[src/hdl/acrd_mod_unit.sv]
// Digit-serial remainder: restoring reduction of a byte, one quotient bit per cycle.
`default_nettype none
module acrd_mod_unit (
  input  wire logic       clk_i,
  input  wire logic       rst_ni,
  input  wire logic       start_i,
  input  wire logic [7:0] byte_i,
  input  wire logic [7:0] div_i,
  output logic            done_o,
  output logic [7:0]      rem_o,
  output logic            reject_o
);

  logic [8:0] rem_q, rem_d;
  logic [7:0] sh_q, sh_d;
  logic [7:0] div_q;
  logic [7:0] b_q;
  logic [3:0] cnt_q, cnt_d;
  logic       busy_q, busy_d, done_q, done_d;
  logic [8:0] trial;
  logic [9:0] next_mult;

  assign trial = {rem_q[7:0], sh_q[7]};

  always_comb begin
    rem_d = rem_q; sh_d = sh_q; cnt_d = cnt_q; busy_d = busy_q;
    done_d = 1'b0;
    if (start_i && !busy_q) begin
      rem_d = '0; sh_d = byte_i; cnt_d = 4'd0; busy_d = 1'b1;
    end else if (busy_q) begin
      sh_d = {sh_q[6:0], 1'b0};
      if (trial >= {1'b0, div_q}) begin
        rem_d = trial - {1'b0, div_q};
      end else begin
        rem_d = trial;
      end
      cnt_d = cnt_q + 4'd1;
      if (cnt_q == 4'd7) begin
        busy_d = 1'b0;
        done_d = 1'b1;
      end
    end
  end

  always_ff @(posedge clk_i or negedge rst_ni) begin
    if (!rst_ni) begin
      busy_q <= 1'b0; done_q <= 1'b0; cnt_q <= '0;
    end else begin
      busy_q <= busy_d; done_q <= done_d; cnt_q <= cnt_d;
    end
  end

  always_ff @(posedge clk_i) begin
    rem_q <= rem_d; sh_q <= sh_d;
    if (start_i && !busy_q) begin
      div_q <= div_i;
      b_q   <= byte_i;
    end
  end

  // (q+1)*n = byte - rem + n; byte is at or past floor(256/n)*n iff this exceeds 256
  assign next_mult = {2'b00, b_q} - {2'b00, rem_q[7:0]} + {2'b00, div_q};
  assign done_o   = done_q;
  assign rem_o    = rem_q[7:0];
  assign reject_o = (next_mult > 10'd256);

endmodule
`default_nettype wire

[config.mk]
export PLATFORM = sky130hd
export DESIGN_NAME = acrd_mod_unit
export DESIGN_NICKNAME = d
export VERILOG_FILES = /design/src/hdl/acrd_mod_unit.sv
export SDC_FILE = /design/constraint.sdc
export NUM_CORES = 1
export LEC_CHECK = 0
export BUFFER_PORTS_ARGS = -buffer_cell sky130_fd_sc_hd__buf_2
export CORE_MARGIN = 4
export CORE_UTILIZATION = 45
export DETAILED_ROUTE_END_ITERATION = 12
export PLACE_DENSITY = 0.63
export SYNTH_ARGS = -nofsm -noshare
export SYNTH_HDL_FRONTEND = slang
export SYNTH_SLANG_ARGS = --single-unit
[constraint.sdc]
create_clock -name clk_i -period 10.5 [get_ports clk_i]
set_clock_uncertainty 0.1 [all_clocks]
set_input_delay 2.1 -clock clk_i [delete_from_list [all_inputs] [get_ports clk_i]]
set_output_delay 2.1 -clock clk_i [all_outputs]
set_load 0.02 [all_outputs]
### Yosys cells after proc, flatten, opt, wreduce, memory -nomap -nowiden

Cells that the tools add are included.

| cells by class | value |
|---|---|
| add/subtract/negate cells | 4 |
| $lt $le $gt $ge | 2 |
| equal/unequal tests | 1 |
| mux-type cells | 11 |
| reductions and logical operators | 3 |

Operator list:

| operator | count |
|---|---|
| 8-bit 2-to-1 mux | 3 |
| 9-bit by 9-bit adder with 10-bit output | 1 |
| 10-bit by 9-bit greater-than comparator with 1-bit output (second input constant) | 1 |
| 9-bit by 8-bit >= comparator with 1-bit output | 1 |
| 8-bit by 8-bit subtractor with 9-bit output | 1 |
| 4-bit 2-to-1 mux | 2 |
| 8-bit subtractor | 1 |
| 1-bit 2-to-1 mux | 6 |
| 4-bit by 1-bit adder with 4-bit output (second input constant) | 1 |
| 4-bit by 3-bit equality test with 1-bit output (second input constant) | 1 |
| 2-bit nonzero test | 1 |
| 1-bit logical AND | 1 |
| 1-bit logical NOT | 1 |

| storage, ports and cells | value |
|---|---|
| bits in registers | 38 |
| input bits | 19 |

### Longest topological paths before layout

| logic depth | value |
|---|---|
| depth in word-level cells | 4 |
| mapped depth | 15 |
| mapped depth without buffers | 14 |

### Least setup slack after synthesis

No wires, ideal clock.

| timing path | value |
|---|---|
| path type | register to output |
| from | register rem_q[1] |
| to | output reject_o |
| data arrival time | 3.155 ns |
| required time | 8.300 ns |
| path slack | 5.145 ns |
| stages on the path, launching flop included | 15 |
| cell sequence | dfxtp_1 -> inv_1 -> ha_1 -> a21o_1 -> a21oi_1 -> a2bb2oi_1 -> nor2b_1 -> xnor2_1 -> ha_1 -> clkbuf_1 -> nand4_1 -> a221oi_1 -> o21ai_0 -> and3_1 -> o21ai_1 |

| between the ends | value |
|---|---|
| longest elaborated chain between the ends | 3 |

RTL lines:

| what | line | text |
|---|---|---|
| start, declared | 14 | `logic [8:0] rem_q, rem_d;` |
| start signal, assigned | 54 | `rem_q <= rem_d; sh_q <= sh_d;` |
| 8-bit by 8-bit subtractor with 9-bit output | 62 | `assign next_mult = {2'b00, b_q} - {2'b00, rem_q[7:0]} + {2'b00, div_q};` |
| 9-bit by 9-bit adder with 10-bit output | 62 |  |
| 10-bit by 9-bit greater-than comparator with 1-bit output | 65 | `assign reject_o = (next_mult > 10'd256);` |
| end, declared | 11 | `output logic reject_o` |

No other way between the ends.

### Final worst setup path

Same ends and word-level chain as after synthesis.

==> run metrics <==
status finished clean; Req. time, crit path 8.30 ns; Primary FF master, synth edfxtp_1; startpoint types flip-flop; I/O Buffers 28; GRT overflow 0; CORE AREA 5270 sq um; Max-Cap Viols 0; clk slew on worst S/H paths 0.08 ns; Placed Area 2716 sq um; CP Capture Type output pin; Mapped Area 2512 sq um; post-CTS sizing 0; clock buffer depth 2; Synth async-reset ratio 15.79%; slew margin rel. 37.71%; vias in the first global route 1,850; die height 82.72 um; area leader, netlist edfxtp_1; Worst Tran Pin Value 0.9343 ns; Final HPWL DP 3901 um; Max Clock Freq 0.1736 GHz; CP cell instances inv_1 > ha_1 > a21o_1 > a21oi_1 > a2bb2oi_1 > nor2b_1 > xnor2_1 > ha_1 > o21ai_0 > mux2_2 > nor4_1 > and3_1 > o21ai_1 > buf_2; Root Driver clkbuf_8; buffers and inverters on the worst path 2; fin cells 340; sequential element share of the synthesized area 41.04%; antenna cell count 0; Synthesized Nets 286; TNS Setup 0 ns; utilization after layout 53.16%; CP top delay family compound AO/OA/AOI/OAI gates; DR iter-0 viols 103; cell mode on critical path ha_1; # hold bufs at CTS 0; Post-synth EDFFs 24; Routed wire per std cell 14.63 um; CP Class reg2out; Rows 26; layout filler cell count 513; Area Overhead vs Synth 11.50%; Synth cell types 52; GR Util met3 3.471%; Via density 5.353; global-route wire length before repair 8790 um; CP max-delay cell dfxtp_1; synthesized area per cell 10.56 sq um; Yosys reg bits 38; Initial Util 47.67%; GRT met2 Usage 28.21%; Hold Crit Class reg2reg; Die Width 82.72 um; min cycle time layout 5.761 ns; Vias 1,820; data arrival time of the worst path 3.56 ns; Max Slew Vio Count 0; RSZ-0062 raised after global routing false; crit path max fanout 9; Post-Synthesis Cells 238; met1 usage 22.16%; initial antenna violation count 0; Final Hold Viols 0; WL final 4975 um; GP Congestion 0.8444; CTS tree built; CTS Buf Count 5; crit share post-route 54.87%; slowest cell delay on critical path 0.44 ns; die area 6843 sq um; Post-Place Cells 332; Yosys warning total 0; H-Tree Depth 2; share of post-route cells with drive strength above 1 19.63%; CTS Sinks 38; Residual DRC 0; IO Count 29; Synth area leaders edfxtp_1 (29%), ha_1 (13%), dfxtp_1 (6.4%); top-count cell post-synth inv_1; Pre-Repair DR Iteration Count 4; Commonest cells post-synth inv_1 (28), ha_1 (26), edfxtp_1 (24); Total Routing Usage GR 16.78%; Finished Cell Area 2801 sq um; largest net degree at the start of global routing 25; setup bufs post-CTS 0; top-area cell type share of the netlist area 28.69%; Clk Latency, worst-skew pair 0.29 ns; final setup vio count 0; final net count 317; Final ANT Viol Nets 0; most used routing layer met2
## layout make-up
cell class	count	area [sq um]	share of cell area (%)
clock buffer	5	68.82	2.456
clock inverter	3	16.27	0.5806
tap	70	87.58	3.126
inverter	28	105.1	3.752
timing repair buffer	29	147.6	5.270
multi-input combinational	167	1345	48.01
sequential	38	1031	36.80
## per-layer routing
layer	share of wire (%)	up-vias
met3	4.5	4
met2	46	30
met5	0	-
li1	-	935
met4	0.78	0
met1	49	851
## final timing paths
check | cells past startpoint | start | to | slack, ns
worst max-delay path | 14 | rem_q[1] | reject_o | 4.74
worst min register to register | 1 | cnt_q[0] | cnt_q[0] | 0.41
min in group asynchronous | 1 | rst_ni | cnt_q[3] | 1.52
worst max register to register | 8 | div_q[1] | rem_q[1] | 8.01
max in group asynchronous | 1 | rst_ni | cnt_q[0] | 8.64
worst min-delay path | 1 | cnt_q[0] | cnt_q[0] | 0.41
## worst register-to-register path: stages (launching register included)
cell,delay (ns)
edfxtp_1,0.48
inv_1,0.07
ha_1,0.30
nor2b_1,0.16
o21ai_2,0.16
a31oi_1,0.14
o32ai_2,0.54
mux2i_1,0.22
a21o_1,0.22
## placed cells by master, fill, tap and decap left out, types with 3 or more instances in the layout
cell type and instances:
a31oi_1 3, nand2b_1 3, nor3_1 8, a21oi_1 8, nor2b_1 4, mux2_2 8
fa_1 3, inv_1 28, mux2i_1 6, o22ai_1 3, dfrtp_1 6, ha_1 26
buf_2 28, nand3_1 6, o21ai_0 9, a21o_1 7, nand2_1 11, xor2_1 6
xnor2_1 9, edfxtp_1 24, o31ai_1 3, clkbuf_8 5, nor2_1 8, dfxtp_1 8
## cells by family (layout without fill, tap and decap cells)
family / Yosys count / count (layout) / synth area share, %
AOI/OAI and AO/OA: 55 / 55 / 15.69
and+or+nand+nor: 54 / 54 / 11.21
DFF: 38 / 38 / 41.04
buffers and inverters: 33 / 65 / 5.528
adders and majority gates: 29 / 29 / 15.34
xor gates and xnor gates: 15 / 15 / 5.229
muxes: 14 / 14 / 5.976
## flip-flops by register name (all words and copies together) (netlist names)
signal  cells
done_o      1
div_q       8
busy_q      1
rem_q       8
b_q         8
cnt_q       4
sh_q        8
## stage by stage
stage / hold slack [ns] / setup WS, ns
after global routing: 0.4305 / 4.441
final: 0.4072 / 4.739
after CTS: 0.4169 / 4.735
after detailed placement: 0.4066 / 5.080
after global placement: 0.4019 / 5.244
after floorplan: 0.3752 / 5.145
Power is not shown: default switching activity piles up to over one toggle a cycle in this logic, so the estimate is an artifact.
